<file path="config.mk">
export PLATFORM = sky130hd
export DESIGN_NAME = ngcs_dist
export DESIGN_NICKNAME = d
export VERILOG_FILES = /design/src/design/ngcs_pkg.sv /design/src/design/ngcs_dist.sv
export SDC_FILE = /design/constraint.sdc
export NUM_CORES = 1
export LEC_CHECK = 0
export CORE_UTILIZATION = 30
export CTS_BUF_LIST = sky130_fd_sc_hd__clkbuf_8
export CTS_CLUSTER_DIAMETER = 30
export DETAILED_ROUTE_END_ITERATION = 8
export DONT_BUFFER_PORTS = 1
export GPL_TIMING_DRIVEN = 0
export PLACE_DENSITY = 0.42
export SYNTH_ARGS = -nofsm -noshare
export SYNTH_HDL_FRONTEND = slang
export SYNTH_SLANG_ARGS = --single-unit
</file>
<file path="constraint.sdc">
create_clock -name aclk -period 15.4 [get_ports aclk]
set_input_delay 2.31 -clock aclk [delete_from_list [all_inputs] [get_ports aclk]]
set_output_delay 2.31 -clock aclk [all_outputs]
set_load 0.02 [all_outputs]
</file>
<file path="src/design/ngcs_pkg.sv">
package ngcs_pkg;

    // Default table depth
    localparam int MAX_ENTRIES_DEF = 4096;

    // Field widths
    localparam int COUNT_W  = 13;
    localparam int INDEX_W  = 12;
    localparam int LON_W    = 16;
    localparam int LAT_W    = 15;
    localparam int DIST_W   = 15;
    localparam int ENTRY_W  = LON_W + LAT_W;

    // Distance arithmetic
    localparam int MAG_W    = 15;            // wrapped |dlon| and |dlat|
    localparam int SQ_W     = 2 * MAG_W;     // one squared term
    localparam int D2_W     = SQ_W + 1;      // sum of two squares
    localparam int WRAP_SPAN = 36000;
    localparam int HALF_SPAN = 18000;
    localparam int DIST_SAT  = 32767;

    // Square root chain: one result bit per cell
    localparam int ROOT_STEPS = 16;
    localparam int ROOT_X_W   = 2 * ROOT_STEPS;
    localparam int REM_W      = ROOT_STEPS + 2;

    // Operation codes carried in tuser
    localparam logic OP_LOAD  = 1'b0;
    localparam logic OP_QUERY = 1'b1;

    // Word handed from one root cell to the next
    typedef struct packed {
        logic                  valid;
        logic [ROOT_X_W-1:0]   x;
        logic [REM_W-1:0]      rem;
        logic [ROOT_STEPS-1:0] q;
    } root_word_t;

endpackage

</file>
<file path="src/design/ngcs_dist.sv">
module ngcs_dist import ngcs_pkg::*; (
    input  logic               aclk,
    input  logic               aresetn,
    input  logic               in_valid,
    input  logic [ENTRY_W-1:0] entry,      // lon, lat from the lowest bit up
    input  logic [LON_W-1:0]   q_lon,
    input  logic [LAT_W-1:0]   q_lat,
    output logic               out_valid,
    output logic [D2_W-1:0]    out_d2
);

    logic [LON_W-1:0] t_lon;
    logic [LAT_W-1:0] t_lat;
    logic [LON_W:0]   dlon;
    logic [LON_W-1:0] dlon_abs;
    logic [LON_W-1:0] dlon_wrap;
    logic [LAT_W:0]   dlat;
    logic [LAT_W:0]   dlat_abs;

    logic             va_reg, vb_reg, vc_reg;
    logic [MAG_W-1:0] mlon_reg, mlat_reg;
    logic [SQ_W-1:0]  sqlon_reg, sqlat_reg;
    logic [D2_W-1:0]  d2_reg;

    assign t_lon = entry[LON_W-1:0];
    assign t_lat = entry[ENTRY_W-1:LON_W];

    // Differences, magnitudes and longitude wrap
    always_comb begin
        dlon = {q_lon[LON_W-1], q_lon} - {t_lon[LON_W-1], t_lon};
        dlon_abs = dlon[LON_W] ? LON_W'(-dlon) : dlon[LON_W-1:0];
        if (dlon_abs <= LON_W'(HALF_SPAN)) begin
            dlon_wrap = dlon_abs;
        end else if (dlon_abs <= LON_W'(WRAP_SPAN)) begin
            dlon_wrap = LON_W'(WRAP_SPAN) - dlon_abs;
        end else begin
            // beyond a full turn the wrapped value goes negative: keep its size
            dlon_wrap = dlon_abs - LON_W'(WRAP_SPAN);
        end
        dlat = {q_lat[LAT_W-1], q_lat} - {t_lat[LAT_W-1], t_lat};
        dlat_abs = dlat[LAT_W] ? (~dlat + 1'b1) : dlat;
    end

    // Stage A: magnitudes
    always_ff @(posedge aclk) begin
        mlon_reg <= dlon_wrap[MAG_W-1:0];
        mlat_reg <= dlat_abs[MAG_W-1:0];
    end

    // Stage B: squares
    always_ff @(posedge aclk) begin
        sqlon_reg <= {{MAG_W{1'b0}}, mlon_reg} * {{MAG_W{1'b0}}, mlon_reg};
        sqlat_reg <= {{MAG_W{1'b0}}, mlat_reg} * {{MAG_W{1'b0}}, mlat_reg};
    end

    // Stage C: sum
    always_ff @(posedge aclk) begin
        d2_reg <= {1'b0, sqlon_reg} + {1'b0, sqlat_reg};
    end

    always_ff @(posedge aclk) begin
        if (!aresetn) begin
            va_reg <= 1'b0;
            vb_reg <= 1'b0;
            vc_reg <= 1'b0;
        end else begin
            va_reg <= in_valid;
            vb_reg <= va_reg;
            vc_reg <= vb_reg;
        end
    end

    assign out_valid = vc_reg;
    assign out_d2    = d2_reg;

endmodule

</file>
==> impl_metrics.env <==
export IMPL_r2r_cells=20
export IMPL_h_tree_depth=4
export IMPL_cts_sinks=122
export IMPL_use_met3=0.02003
export IMPL_synthArstFlopShare=0
export IMPL_synthCells=2150
export IMPL_stdcell_area_sq_um=20650
export IMPL_setup_viol=0
export IMPL_clk_pin_slew_worst_paths_ns=0.08
export IMPL_worstSetupStartpointType="flip-flop"
export IMPL_drive_gt1_frac=0.04079
export IMPL_postCtsSetupBuffers=0
export IMPL_rrSetupSlack_ns=7.53
export IMPL_path_cells="clkbuf_1 > nand2_1 > fa_1 > fa_1 > inv_1 > fa_1 > fa_1 > fa_1 > inv_1 > fa_1 > inv_1 > ha_1 > a2111oi_0 > o31ai_1 > o21ai_0 > o21ai_0 > a41oi_1 > a21oi_1 > o22ai_1 > xnor2_1"
export IMPL_ys_dominant_reg_cell="dfxtp_1"
export IMPL_hpwl_um=38810
export IMPL_cts_resized=0
export IMPL_nNetsFinal=2760
export IMPL_drt_iter0_drc=613
export IMPL_relSlewSlack=0.2375
export IMPL_grt_pass1_wl_um=75170
export IMPL_largest_reg_flops=31
export IMPL_final_setup_tns_ns=0
export IMPL_holdPathStages=1
export IMPL_synth_warnings=0
export IMPL_crit_top_cell="fa_1"
export IMPL_hold_start="va_reg"
export IMPL_antenna_found_initial=4
export IMPL_syn2layout_area_growth_pct=7.454
export IMPL_seq_area_sq_um=2442
export IMPL_pin_count=97
export IMPL_detail_route_antenna_nets=0
export IMPL_r2r_end="sqlon_reg[28]"
export IMPL_fmax_mhz=127.1
export IMPL_rsz0062_at_grt="no"
export IMPL_final_cell_mix="inv_1 (469), fa_1 (276), ha_1 (250)"
export IMPL_slowest_stage="a2111oi_0"
export IMPL_die_w_um=255.1
export IMPL_core_area_sq_um=63200
export IMPL_maxCapViolations=0
export IMPL_wirelength_um=45310
export IMPL_holdPathEnd="vb_reg"
export IMPL_synth_simple_area_share=0.1320
export IMPL_synth_fp_nets=2741
export IMPL_gp_congestion=0.8128
export IMPL_hold_buffers=0
export IMPL_hold_viol_final=0
export IMPL_synth_area_mux_share=0.004622
export IMPL_layout_commonest_cell="inv_1"
export IMPL_syn_avg_cell_area_sq_um=8.939
export IMPL_grt_util_met1=0.2119
export IMPL_start_util=0.3041
export IMPL_grt_busiest_layer="met2"
export IMPL_finClkSkew_ns=0.01959
export IMPL_cts_made_buffers=17
export IMPL_cpPeakStageDelay_ns=0.95
export IMPL_fin_crit_sh=0.5110
export IMPL_arrival_ns=8.32
export IMPL_status="finished, final reports clean"
export IMPL_port_buffers=0
export IMPL_crit_type="reg -> reg"
export IMPL_synth_compound_area_frac=0.1115
export IMPL_worstPathMaxFanout=10
export IMPL_die_y_um=255.1
export IMPL_min_period_ns=7.869
export IMPL_grt_pass1_vias=14570
export IMPL_drv_slew=0
export IMPL_synthXorXnorAreaFrac=0.07226
export IMPL_grtUsageTotal=0.1486
export IMPL_multi_input_area_sq_um=14810
export IMPL_placementRows=92
export IMPL_required_ns=15.85
export IMPL_reg2reg_from="mlon_reg[10]"
export IMPL_clock_path_buffers=2
export IMPL_routedWlPerCell_um=14.96
export IMPL_clkLatencyLatePin_ns=0.52
export IMPL_syn_area_sq_um=19220
export IMPL_grt_max_degree=17
export IMPL_synthAdderAreaFrac=0.4502
export IMPL_clockRootBuffer="clkbuf_8"
export IMPL_worstHoldPathType="reg -> reg"
export IMPL_synth_edf_count=0
export IMPL_ys_types=88
export IMPL_place_area_sq_um=20280
export IMPL_overflow=0
export IMPL_whs_ns=0.4388
export IMPL_num_fill_cells=6656
export IMPL_tightest_slew_ns=1.115
export IMPL_yosys_register_bits=122
export IMPL_firstDrtPassIters=5
export IMPL_vias=13970
export IMPL_grt_use_met2=0.2355
export IMPL_endpoint_kind="flip-flop"
export IMPL_dieArea_sq_um=65080
export IMPL_viasPerCell=4.612
export IMPL_cts_tree="yes"
export IMPL_synth_top_family_by_area="adder cells"
export IMPL_seq_area_frac_synth=0.1271
export IMPL_remaining_drc_errors=0
-- stage by stage --
stage               cells  setup slack [ns]    util
finish               3029             7.531  0.3268
global route         3029             6.993  0.3268
CTS                  3028             7.571  0.3268
detailed placement   2996             7.634  0.3209
global placement     2996             7.672  0.3209
floorplan            2150             9.089       -
-- worst max-delay path, delay by kind of cell, from the launching register on --
family,cells,cell delay [ns]
AOI/OAI and AO/OA,7,2.89
and+or+nand+nor,1,0.17
xor gates and xnor gates,1,0.14
buffers and inverters,4,0.72
DFF,1,0.55
adders and majority gates,7,3.32
-- metal layers --
layer	wire (um)	share of wire
met1	22650	0.50
met2	20700	0.46
met3	1433	0.032
met4	520	0.011
met5	0	0
-- kinds of logic after synthesis --
logic type / count (synthesis)
adders and majority gates: 526
DFF: 122
muxes: 8
xor gates and xnor gates: 153
AOI/OAI and AO/OA: 311
buffers and inverters: 518
and+or+nand+nor: 512
-- layout make-up --
cell class,instances,share of cell area
multi-input cells,1510,0.7171
flip-flops and latches,122,0.1183
inverters,469,0.08524
well taps,846,0.05125
clock buffers,18,0.01200
plain buffers,49,0.009996
clock inverters,14,0.005998
diodes,1,0.0001212
-- worst max path at each step --
stage / start / to / slack (ns)
2_1_floorplan: q_lon[0] / mlon_reg[3] / 9.09
3_3_place_gp: mlon_reg[10] / sqlon_reg[28] / 7.67
3_5_place_dp: mlon_reg[5] / sqlon_reg[28] / 7.63
4_1_cts: mlon_reg[5] / sqlon_reg[28] / 7.57
5_1_grt: mlon_reg[5] / sqlon_reg[28] / 6.99
6_report: mlon_reg[10] / sqlon_reg[28] / 7.53
-- cells in the mapped netlist (13+ instances only) --
cell | count | area share
inv_1 | 468 | 0.091
fa_1 | 276 | 0.29
ha_1 | 250 | 0.16
nand2_1 | 169 | 0.033
dfxtp_1 | 122 | 0.13
xnor2_1 | 104 | 0.047
nor2_1 | 101 | 0.020
and2_1 | 96 | 0.031
a21oi_1 | 88 | 0.023
o21ai_0 | 46 | 0.012
xor2_1 | 44 | 0.020
clkbuf_1 | 38 | 0.0074
a21o_1 | 30 | 0.012
nor3_1 | 27 | 0.0070
nand2b_1 | 21 | 0.0068
nor2b_1 | 20 | 0.0065
nand3_1 | 16 | 0.0042
a211oi_1 | 14 | 0.0055
o21bai_1 | 14 | 0.0055
a31oi_1 | 13 | 0.0042
Power is not shown: default switching activity piles up to over one toggle a cycle in this logic, so the estimate is an artifact.
