==> src/design/ngcs_pkg.sv <==
package ngcs_pkg;

    // Default table depth
    localparam int MAX_ENTRIES_DEF = 4096;

    // Field widths
    localparam int COUNT_W  = 13;
    localparam int INDEX_W  = 12;
    localparam int LON_W    = 16;
    localparam int LAT_W    = 15;
    localparam int DIST_W   = 15;
    localparam int ENTRY_W  = LON_W + LAT_W;

    // Distance arithmetic
    localparam int MAG_W    = 15;            // wrapped |dlon| and |dlat|
    localparam int SQ_W     = 2 * MAG_W;     // one squared term
    localparam int D2_W     = SQ_W + 1;      // sum of two squares
    localparam int WRAP_SPAN = 36000;
    localparam int HALF_SPAN = 18000;
    localparam int DIST_SAT  = 32767;

    // Square root chain: one result bit per cell
    localparam int ROOT_STEPS = 16;
    localparam int ROOT_X_W   = 2 * ROOT_STEPS;
    localparam int REM_W      = ROOT_STEPS + 2;

    // Operation codes carried in tuser
    localparam logic OP_LOAD  = 1'b0;
    localparam logic OP_QUERY = 1'b1;

    // Word handed from one root cell to the next
    typedef struct packed {
        logic                  valid;
        logic [ROOT_X_W-1:0]   x;
        logic [REM_W-1:0]      rem;
        logic [ROOT_STEPS-1:0] q;
    } root_word_t;

endpackage

==> src/design/ngcs_root_cell.sv <==
module ngcs_root_cell import ngcs_pkg::*; (
    input  logic       aclk,
    input  logic       aresetn,
    input  root_word_t in_word,
    output root_word_t out_word
);

    logic [REM_W+1:0]      rem_sh;
    logic [REM_W+1:0]      trial;
    logic [REM_W+1:0]      rem_new;
    logic [ROOT_STEPS-1:0] q_new;
    logic [REM_W-1:0]      rem_reg;
    logic [ROOT_STEPS-1:0] q_reg;
    logic [ROOT_X_W-1:0]   x_reg;
    logic                  valid_reg;

    // One root bit: bring down the next bit pair, try 4q+1
    always_comb begin
        rem_sh = {in_word.rem, in_word.x[ROOT_X_W-1:ROOT_X_W-2]};
        trial  = {2'b00, in_word.q, 2'b01};
        if (rem_sh >= trial) begin
            rem_new = rem_sh - trial;
            q_new   = {in_word.q[ROOT_STEPS-2:0], 1'b1};
        end else begin
            rem_new = rem_sh;
            q_new   = {in_word.q[ROOT_STEPS-2:0], 1'b0};
        end
    end

    always_ff @(posedge aclk) begin
        rem_reg <= rem_new[REM_W-1:0];
        q_reg   <= q_new;
        x_reg   <= {in_word.x[ROOT_X_W-3:0], 2'b00};
    end

    always_ff @(posedge aclk) begin
        if (!aresetn) begin
            valid_reg <= 1'b0;
        end else begin
            valid_reg <= in_word.valid;
        end
    end

    assign out_word.valid = valid_reg;
    assign out_word.x     = x_reg;
    assign out_word.rem   = rem_reg;
    assign out_word.q     = q_reg;

endmodule

==> config.mk <==
export PLATFORM = sky130hd
export DESIGN_NAME = ngcs_root_cell
export DESIGN_NICKNAME = d
export VERILOG_FILES = /design/src/design/ngcs_pkg.sv /design/src/design/ngcs_root_cell.sv
export SDC_FILE = /design/constraint.sdc
export NUM_CORES = 1
export LEC_CHECK = 0
export BUFFER_PORTS_ARGS = -buffer_cell sky130_fd_sc_hd__buf_4
export CORE_UTILIZATION = 48
export CTS_CLUSTER_SIZE = 24
export DETAILED_ROUTE_END_ITERATION = 7
export PLACE_DENSITY = 0.85
export SYNTH_ARGS = -nofsm -noshare
export SYNTH_HDL_FRONTEND = slang
export SYNTH_SLANG_ARGS = --single-unit
==> constraint.sdc <==
create_clock -name aclk -period 3.8 [get_ports aclk]
set_input_delay 0.19 -clock aclk [delete_from_list [all_inputs] [get_ports aclk]]
set_output_delay 0.19 -clock aclk [all_outputs]
set_load 0.05 [all_outputs]
==> results of run 1 <==
-- layout make-up --
cell class | count | area [um2] | share of cell area [%]
sequential | 65 | 1300 | 31.0
tap | 67 | 83.8 | 2.00
clock buffer | 13 | 159 | 3.79
multi-input combinational | 129 | 1090 | 26.0
inverter | 19 | 71.3 | 1.70
clock inverter | 2 | 37.5 | 0.896
timing repair buffer | 178 | 1450 | 34.6
-- report_power, final --
| group | switching (W) | internal [W] |
|---|---|---|
| logic | 0.000435 | 0.000273 |
| clock network | 0.000278 | 0.000336 |
| registers | 0.0000282 | 0.000751 |
-- worst min path at each step --
stage / from / endpoint
final: in_word[17] / rem_reg[3]$_DFF_P_
after global routing: in_word[23] / rem_reg[9]$_DFF_P_
after CTS: in_word[66] / valid_reg$_SDFF_PN0_
after detailed placement: in_word[61] / x_reg[29]$_DFF_P_
after global placement: in_word[60] / x_reg[28]$_DFF_P_
after floorplan: in_word[9] / q_reg[10]$_DFF_P_
-- routing by layer --
metal	share of wire (%)	vias to the layer above	global-route usage (%)
met4	4.0	0	19.5
met1	38	1185	40.5
met2	48	165	61.6
met3	9.7	47	12.7
li1	-	1107	-
met5	0	-	0
-- kinds of logic (layout without fill, tap and decap cells) --
logic type	Yosys count	after routing	share of synthesized area (%)
adders and majority gates	18	18	8.97
buffers and inverters	25	212	4.93
xor gates and xnor gates	17	17	5.93
other	1	2	0.149
DFF	65	65	51.8
muxes	17	17	8.62
and+or+nand+nor	35	35	6.88
AOI/OAI and AO/OA	40	40	12.7
-- cell usage after synthesis (all sizes together), types with 3 or more instances --
master	count
a211oi	3
a21oi	12
a31oi	3
buf	6
dfxtp	65
ha	18
inv	19
mux2	16
nand2	10
nor2	10
o21a	3
o21ai	7
xnor2	13
xor2	4
-- metrics by stage --
stage / instance area, um2 / total power (W) / hold WS [ps] / std cells / util [%]
floorplan: 2510 / 0.00123 / 218 / 219 / -
global placement: 3540 / 0.00141 / 295 / 413 / 72.6
detailed placement: 3540 / 0.00142 / 296 / 413 / 72.6
CTS: 4190 / 0.00205 / 56.0 / 473 / 85.9
global route: 4190 / 0.00216 / 85.3 / 473 / 85.9
finish: 4190 / 0.00210 / 81.0 / 473 / 85.9
-- timing repair --
action                                 in CTS  in global routing
endpoints found under the hold margin      45                  0
setup buffers                               0                  0
hold buffers                               45                  0
==> load_flow_metrics.sql, run 1 <==
INSERT INTO impl_metrics (metric_group, metric, value, unit) VALUES
('status', 'outcome', 'finished, final reports clean', ''),
('routing', 'post_drt_wl_per_cell', '20.7', 'um'),
('synth', 'yosys.area.top_type_share', '51.8', '%'),
('sta', 'slew_headroom', '49.2', '%'),
('power_and_ir_drop', 'power.density', '501', 'nW/um2'),
('routing', 'antenna_violating_nets_post_route', '0', ''),
('clock_network', 'cts_inserted_buffers', '9', ''),
('worst_hold_path', 'worstHoldPathCells', '2', ''),
('worst_hold_path', 'min_path_type', 'primary input to register', ''),
('floorplan', 'floorplan.die_area', '5520', 'um2'),
('cells_and_area', 'area_growth', '66.9', '%'),
('synth', 'number_of_warnings_reported_in_the_yosys_synthesis_log', '0', ''),
('cells_and_area', 'insertedDiodeCount', '0', ''),
('sta', 'worst_slew_pin_slew', '759', 'ps'),
('cells_and_area', 'fillers', '237', ''),
('clock_network', 'post_cts.resized_instances', '0', ''),
('critical_path', 'endpoint', 'rem_reg[2]$_DFF_P_', ''),
('place', 'place_ws', '1210', 'ps'),
('critical_path', 'worst-endpoint-arrival', '3200', 'ps'),
('grt', 'grt_start_max_net_pins', '20', ''),
('floorplan', 'core_area', '4880', 'um2'),
('synth', 'syn_inst', '218', ''),
('critical_path', 'crit_cells', '10', ''),
('cells_and_area', 'design.final.nets', '489', ''),
('floorplan', 'die_h', '74.3', 'um'),
('cells_and_area', 'final_common_cell', 'sky130_fd_sc_hd__buf_4', ''),
('synth', 'synth.distinct_cells', '45', ''),
('routing', 'dr_total_vias', '2504', ''),
('grt', 'first_global_vias', '2688', ''),
('synth', 'synth_sequential_area_ratio', '51.8', '%'),
('place', 'routabilityCongestion', '0.892', ''),
('routing', 'final_wirelength', '9.79', 'mm'),
('sta', 'finalSetupViolCount', '0', ''),
('critical_path', 'kind_of_launch_point_of_the_worst_setup_path', 'primary input', ''),
('critical_path', 'critical_path_cell_by_cell', 'dlygate4sd3_1 -> buf_4 -> inv_1 -> ha_1 -> a21oi_1 -> a21boi_0 -> a311oi_2 -> nor2b_2 -> o21ai_4 -> mux2_2', ''),
('grt', 'grtUsageTotal', '36.5', '%'),
('job', 'drv_cap', '0', ''),
('grt', 'antenna_found_initial', '0', ''),
('place', 'hpwlAfterDp', '4.88', 'mm'),
('critical_path', 'worst_setup_path_end_kind', 'register', ''),
('power_and_ir_drop', 'p_leak', '2.02', 'nW'),
('synth', 'post_synthesis_cell_area', '2510', 'um2'),
('synth', 'ys_seq_elements', '65', ''),
('clock_network', 'tritoncts_clock_tree', 'done', ''),
('critical_path', 'path_buf_inv', '3', ''),
('floorplan', 'floorplan.io_pins', '136', ''),
('cells_and_area', 'drive_gt1_share', '42.6', '%'),
('routing', 'drtIter0Drc', '195', ''),
('critical_path', 'critical_path_peak_fanout', '19', ''),
('synth', 'post_synth.cell_area_avg', '11.5', 'um2'),
('routing', 'firstDrtPassIters', '5', ''),
('sta', 'period_minus_slack', '2970', 'ps'),
('clock_network', 'clk_pin_slew_worst_paths', '70', 'ps'),
('sta', 'finalSetupTns', '0', 'ps'),
('synth', 'synth-edff-count', '0', ''),
('cells_and_area', 'largest_register_ffs', '30', ''),
('routing', 'post_drt_via_cell_ratio', '5.29', ''),
('critical_path', 'worst_path_largest_cell_delay', '620', 'ps'),
('critical_path', 'critPathTopFamily', 'compound AO/OA/AOI/OAI gates', ''),
('synth', 'leading_register_cell_type_out_of_synthesis', 'sky130_fd_sc_hd__dfxtp_1', ''),
('sta', 'period_share', '78.1', '%'),
('clock_network', 'clock_path_buffers', '2', ''),
('power_and_ir_drop', 'vdd.ir_drop.worst', '0.437', 'mV'),
('floorplan', 'rows', '25', ''),
('critical_path', 'worstSetupPathType', 'primary input to register', ''),
('sta', 'final.setup.worst_slack', '834', 'ps'),
('clock_network', 'clock_sinks', '65', ''),
('sta', 'hold_violations', '0', ''),
('critical_path', 'setup.worst_path.start', 'in_word[12]', ''),
('floorplan', 'start_util', '51.5', '%'),
('grt', 'grt_overflow', '0', '');
Note: power is estimated with default switching activity, not from simulation.
==> inputs of run 2 (changes only) <==
--- a/config.mk
+++ b/config.mk
@@ -6,10 +6,10 @@
 export NUM_CORES = 1
 export LEC_CHECK = 0
 export BUFFER_PORTS_ARGS = -buffer_cell sky130_fd_sc_hd__buf_4
-export CORE_UTILIZATION = 48
+export CORE_UTILIZATION = 40
 export CTS_CLUSTER_SIZE = 24
 export DETAILED_ROUTE_END_ITERATION = 7
-export PLACE_DENSITY = 0.85
+export PLACE_DENSITY = 0.76
 export SYNTH_ARGS = -nofsm -noshare
 export SYNTH_HDL_FRONTEND = slang
 export SYNTH_SLANG_ARGS = --single-unit
==> constraint.sdc (replaced) <==
create_clock -name aclk -period 2.59 [get_ports aclk]
set_input_delay 0.1295 -clock aclk [delete_from_list [all_inputs] [get_ports aclk]]
set_output_delay 0.1295 -clock aclk [all_outputs]
set_load 0.05 [all_outputs]
==> load_flow_metrics.sql, run 2 (synthesis results as in run 1) <==
INSERT INTO impl_metrics (metric_group, metric, value, unit) VALUES
('status', 'outcome', 'finished, final reports clean', ''),
('routing', 'firstDrtPassIters', '4', ''),
('sta', 'final.setup.worst_slack', '164', 'ps'),
('power_and_ir_drop', 'combinational_group_share_of_total_power', '32.6', '%'),
('sta', 'grt_setup_unrepaired', 'false', ''),
('clock_network', 'clk_pin_slew_worst_paths', '80', 'ps'),
('place', 'place_ws', '273', 'ps'),
('clock_network', 'tritoncts_clock_tree', 'done', ''),
('cells_and_area', 'fillers', '386', ''),
('grt', 'grt_first_pass_wirelength', '12.2', 'mm'),
('power_and_ir_drop', 'p_leak', '2.06', 'nW'),
('worst_hold_path', 'min_from', 'in_word[24]', ''),
('cells_and_area', 'layout_common_cells', 'sky130_fd_sc_hd__buf_4, sky130_fd_sc_hd__dfxtp_1, sky130_fd_sc_hd__dlygate4sd3_1', ''),
('clock_network', 'clock_sinks', '65', ''),
('power_and_ir_drop', 'net_load_switching_power', '0.00107', 'W'),
('grt', 'grt_start_max_net_pins', '13', ''),
('sta', 'period_minus_slack', '2430', 'ps'),
('cells_and_area', 'drive_gt1_share', '43.6', '%'),
('power_and_ir_drop', 'power.density', '728', 'nW/um2'),
('sta', 'slew_violations', '0', ''),
('power_and_ir_drop', 'power_report.internal_total', '0.00206', 'W'),
('routing', 'drc_errors', '0', ''),
('critical_path', 'worst_path_largest_cell_delay', '550', 'ps'),
('sta', 'max_freq', '412', 'MHz'),
('cells_and_area', 'area_growth', '70.9', '%'),
('power_and_ir_drop', 'vdd.ir_drop.worst', '0.627', 'mV'),
('critical_path', 'critPathTopFamily', 'buffers and inverters', ''),
('critical_path', 'worstSetupPathType', 'primary input to register', ''),
('cells_and_area', 'design.final.nets', '495', ''),
('cells_and_area', 'largest_register_ffs', '30', ''),
('power_and_ir_drop', 'sw_frac_of_total', '34.2', '%'),
('worst_hold_path', 'min_path_type', 'primary input to register', ''),
('critical_path', 'path_buf_inv', '4', ''),
('floorplan', 'core_area', '5990', 'um2'),
('critical_path', 'cp_data_required_time', '2820', 'ps'),
('sta', 'hold_violations', '0', ''),
('worst_hold_path', 'worstHoldPathCells', '2', ''),
('routing', 'post_drt_via_cell_ratio', '4.81', ''),
('routing', 'post_drt_wl_per_cell', '16.5', 'um'),
('power_and_ir_drop', 'power_share_of_the_clock_group', '31.0', '%'),
('grt', 'grt_overflow', '0', ''),
('critical_path', 'critical_path_cell_by_cell', 'dlygate4sd3_1 -> buf_4 -> inv_1 -> ha_1 -> a21oi_2 -> a21boi_0 -> a311oi_2 -> nor2b_2 -> o21ai_4 -> buf_12 -> mux2_4', ''),
('floorplan', 'floorplan.die_area', '6600', 'um2'),
('sta', 'finalSetupTns', '0', 'ps'),
('place', 'port_buffers', '133', ''),
('grt', 'grtUsageTotal', '25.2', '%'),
('grt', 'first_global_vias', '2408', ''),
('cells_and_area', 'final_common_cell', 'sky130_fd_sc_hd__buf_4', ''),
('job', 'drv_cap', '0', ''),
('clock_network', 'cts_root_buffer', 'sky130_fd_sc_hd__clkbuf_8', ''),
('worst_hold_path', 'hold_end', 'rem_reg[10]$_DFF_P_', ''),
('routing', 'final_wirelength', '8.06', 'mm'),
('cells_and_area', 'insertedDiodeCount', '0', ''),
('critical_path', 'critical_path_peak_fanout', '10', ''),
('floorplan', 'rows', '28', ''),
('sta', 'finalSetupViolCount', '0', ''),
('routing', 'dr_total_vias', '2349', ''),
('critical_path', 'worst-endpoint-arrival', '2660', 'ps'),
('routing', 'antenna_violating_nets_post_route', '0', ''),
('floorplan', 'start_util', '41.9', '%'),
('floorplan', 'die-width', '81.2', 'um'),
('critical_path', 'crit_slowest_cell', 'sky130_fd_sc_hd__dlygate4sd3_1', ''),
('place', 'routabilityCongestion', '0.794', ''),
('power_and_ir_drop', 'power_frac_seq', '36.4', '%'),
('place', 'hpwlAfterDp', '4.65', 'mm'),
('floorplan', 'die_h', '81.2', 'um'),
('routing', 'drtIter0Drc', '113', ''),
('clock_network', 'clock_path_buffers', '2', ''),
('clock_network', 'cts_htree_levels', '3', ''),
('sta', 'period_share', '93.7', '%'),
('critical_path', 'worst_setup_path_end_kind', 'register', ''),
('critical_path', 'kind_of_launch_point_of_the_worst_setup_path', 'primary input', ''),
('grt', 'antenna_found_initial', '0', ''),
('clock_network', 'cts_inserted_buffers', '9', ''),
('floorplan', 'floorplan.io_pins', '136', '');
-- run 2: stage by stage --
stage	cell area [um2]	hold slack (ps)	std cells	util [%]	power [W]
floorplan	2510	157	219	-	0.00180
global placement	3590	234	424	59.9	0.00208
detailed placement	3590	235	424	59.9	0.00209
CTS	4280	7.72	487	71.4	0.00310
global route	4290	2.36	488	71.6	0.00324
finish	4290	13.3	488	71.6	0.00313
-- run 2: worst max-delay path by stage --
stage                 from             endpoint  slack (ps)  cells after the start
5_1_grt         in_word[6]  rem_reg[17]$_DFF_P_          30                     11
4_1_cts         in_word[0]   rem_reg[7]$_DFF_P_          80                     12
3_3_place_gp    in_word[0]   rem_reg[4]$_DFF_P_         350                     11
3_5_place_dp    in_word[0]   rem_reg[7]$_DFF_P_         270                     11
6_report       in_word[12]  rem_reg[16]$_DFF_P_         160                     11
2_1_floorplan   in_word[0]  rem_reg[10]$_DFF_P_         560                     10
-- run 2: cell type report --
cell class	instances	area (um2)	area share, %
repair buffers	184	1510	35.2
clock buffers	10	128	2.97
clock inverters	6	92.6	2.16
well taps	75	93.8	2.19
flip-flops and latches	65	1300	30.3
multi-input cells	129	1090	25.5
inverters	19	71.3	1.66
-- run 2: power groups by stage --
stage | Combinational (W) | Clock [W] | Sequential, W
2_1_floorplan | 0.000290 | 0 | 0.00151
3_3_place_gp | 0.000929 | 0 | 0.00115
3_5_place_dp | 0.000941 | 0 | 0.00115
4_1_cts | 0.00100 | 0.000964 | 0.00113
5_1_grt | 0.00107 | 0.00102 | 0.00114
6_report | 0.00102 | 0.000969 | 0.00114
-- run 2: routing by layer --
| metal | up-vias | part of all wire (%) | GRT usage, % |
|---|---|---|---|
| met1 | 1098 | 38 | 26.2 |
| met5 | - | 0 | 0 |
| met4 | 0 | 2.5 | 9.11 |
| met2 | 113 | 51 | 45.7 |
| met3 | 20 | 8.6 | 9.55 |
| li1 | 1118 | - | - |
-- run 2: repair_timing --
| action | 4_1_cts | 5_1_grt |
|---|---|---|
| endpoints found under the hold margin | 46 | 0 |
| setup endpoints to repair | 0 | 14 |
| resized for setup | 0 | 1 |
| setup buffers | 0 | 1 |
| hold buffers | 47 | 0 |
==> inputs of run 3 (changes only) <==
--- a/config.mk
+++ b/config.mk
@@ -9,7 +9,7 @@
 export CORE_UTILIZATION = 40
 export CTS_CLUSTER_SIZE = 24
 export DETAILED_ROUTE_END_ITERATION = 7
-export PLACE_DENSITY = 0.76
+export PLACE_DENSITY = 0.84
 export SYNTH_ARGS = -nofsm -noshare
 export SYNTH_HDL_FRONTEND = slang
 export SYNTH_SLANG_ARGS = --single-unit
==> load_flow_metrics.sql, run 3 (synthesis results as in run 1) <==
INSERT INTO impl_metrics (metric_group, metric, value, unit) VALUES
('status', 'outcome', 'finished, final reports clean', ''),
('critical_path', 'critPathTopFamily', 'buffers and inverters', ''),
('routing', 'firstDrtPassIters', '4', ''),
('sta', 'slew_violations', '0', ''),
('grt', 'grtUsageTotal', '23.8', '%'),
('worst_hold_path', 'min_path_type', 'primary input to register', ''),
('cells_and_area', 'largest_register_ffs', '30', ''),
('worst_hold_path', 'min_from', 'in_word[24]', ''),
('routing', 'drtIter0Drc', '127', ''),
('floorplan', 'rows', '28', ''),
('place', 'routabilityCongestion', '0.786', ''),
('critical_path', 'worstSetupPathType', 'primary input to register', ''),
('worst_hold_path', 'worstHoldPathCells', '2', ''),
('sta', 'finalSetupViolCount', '0', ''),
('job', 'drv_cap', '0', ''),
('cells_and_area', 'drive_gt1_share', '43.6', '%'),
('power_and_ir_drop', 'p_leak', '2.06', 'nW'),
('critical_path', 'path_buf_inv', '4', ''),
('cells_and_area', 'layout_common_cells', 'sky130_fd_sc_hd__buf_4, sky130_fd_sc_hd__dfxtp_1, sky130_fd_sc_hd__dlygate4sd3_1', ''),
('sta', 'period_minus_slack', '2500', 'ps'),
('grt', 'first_global_vias', '2333', ''),
('sta', 'finalSetupTns', '0', 'ps'),
('cells_and_area', 'area_growth', '70.8', '%'),
('floorplan', 'die_h', '81.2', 'um'),
('grt', 'antenna_found_initial', '0', ''),
('critical_path', 'worst_setup_path_end_kind', 'register', ''),
('cells_and_area', 'insertedDiodeCount', '0', ''),
('grt', 'grt_start_max_net_pins', '14', ''),
('power_and_ir_drop', 'vdd.ir_drop.worst', '0.550', 'mV'),
('critical_path', 'cp_data_required_time', '2830', 'ps'),
('clock_network', 'cts_root_buffer', 'sky130_fd_sc_hd__clkbuf_8', ''),
('routing', 'antenna_violating_nets_post_route', '0', ''),
('critical_path', 'worst_path_largest_cell_delay', '540', 'ps'),
('routing', 'post_drt_via_cell_ratio', '4.72', ''),
('floorplan', 'floorplan.io_pins', '136', ''),
('clock_network', 'clk_pin_slew_worst_paths', '80', 'ps'),
('critical_path', 'critical_path_peak_fanout', '13', ''),
('clock_network', 'tritoncts_clock_tree', 'done', ''),
('sta', 'period_share', '96.6', '%'),
('routing', 'post_drt_wl_per_cell', '16.3', 'um'),
('critical_path', 'crit_slowest_cell', 'sky130_fd_sc_hd__dlygate4sd3_1', ''),
('routing', 'drc_errors', '0', ''),
('clock_network', 'cts_htree_levels', '3', ''),
('critical_path', 'worst-endpoint-arrival', '2740', 'ps'),
('worst_hold_path', 'hold_end', 'rem_reg[10]$_DFF_P_', ''),
('place', 'port_buffers', '133', ''),
('sta', 'final.setup.worst_slack', '87.0', 'ps'),
('cells_and_area', 'design.final.nets', '493', ''),
('grt', 'grt_overflow', '0', ''),
('critical_path', 'timing.critical_path.mode_cell', 'sky130_fd_sc_hd__buf_4', ''),
('cells_and_area', 'final_common_cell', 'sky130_fd_sc_hd__buf_4', ''),
('place', 'hpwlAfterDp', '4.86', 'mm'),
('power_and_ir_drop', 'power.density', '748', 'nW/um2'),
('critical_path', 'kind_of_launch_point_of_the_worst_setup_path', 'primary input', ''),
('clock_network', 'cts_inserted_buffers', '9', ''),
('critical_path', 'critical_path_cell_by_cell', 'dlygate4sd3_1 -> buf_4 -> inv_1 -> ha_1 -> a21oi_2 -> a21boi_0 -> a311oi_2 -> nor2b_2 -> o21ai_4 -> buf_4 -> mux2_4', ''),
('place', 'place_ws', '313', 'ps'),
('grt', 'grt_first_pass_wirelength', '11.4', 'mm'),
('routing', 'dr_total_vias', '2293', ''),
('clock_network', 'clock_sinks', '65', ''),
('sta', 'hold_violations', '0', ''),
('routing', 'final_wirelength', '7.94', 'mm'),
('clock_network', 'clock_path_buffers', '2', ''),
('floorplan', 'floorplan.die_area', '6600', 'um2'),
('floorplan', 'start_util', '41.9', '%'),
('cells_and_area', 'final_core_util', '71.6', '%'),
('floorplan', 'die-width', '81.2', 'um'),
('floorplan', 'core_area', '5990', 'um2'),
('sta', 'max_freq', '400', 'MHz');
-- run 3: cell count changes in the layout (fill, tap and decap cells not counted), sizes merged --
cell      before  now
buf          137  135
bufinv         2    3
clkinv         2    1
clkinvlp       2    1
inv           19   20
-- run 3: layout make-up --
type	count	area, um2
Tap cell	75	93.8
Clock buffer	10	128
Multi-Input combinational cell	129	1100
Sequential cell	65	1300
Timing Repair Buffer	182	1480
Inverter	19	71.3
Clock inverter	6	115
Fill cell	380	1700
-- run 3: through the flow --
step | cell area [um2] | hold slack [ps] | cells | power, W
3_5_place_dp | 3570 | 235 | 423 | 0.00209
2_1_floorplan | 2510 | 157 | 219 | 0.00180
4_1_cts | 4280 | 11.5 | 486 | 0.00320
3_3_place_gp | 3570 | 234 | 423 | 0.00208
6_report | 4290 | 23.6 | 486 | 0.00321
5_1_grt | 4290 | 6.68 | 486 | 0.00334
-- run 3: repair_timing --
action                                 in CTS  in global routing
gates resized for setup                     0                  2
hold buffers                               47                  0
setup endpoints to repair                   0                 10
endpoints found under the hold margin      46                  0
setup buffers                               0                  0
-- run 3: per-layer routing --
| layer | routed length [um] | GRT usage [%] |
|---|---|---|
| met1 | 3120 | 25.9 |
| met5 | 0 | 0 |
| met3 | 677 | 9.21 |
| met2 | 4070 | 42.5 |
| met4 | 83 | 6.79 |
-- run 3: worst max path at each step --
stage	slack [ps]	end	from	cells past startpoint
final	90	rem_reg[13]$_DFF_P_	in_word[12]	11
after global routing	-30	rem_reg[12]$_DFF_P_	in_word[12]	11
after CTS	120	rem_reg[2]$_DFF_P_	in_word[7]	11
after floorplan	560	rem_reg[10]$_DFF_P_	in_word[0]	10
after detailed placement	310	rem_reg[2]$_DFF_P_	in_word[7]	10
after global placement	360	rem_reg[2]$_DFF_P_	in_word[7]	10
-- run 3: where the power goes --
part	switching (W)	internal (W)
registers	0.0000337	0.00110
clock network	0.000411	0.000645
logic	0.000613	0.000404
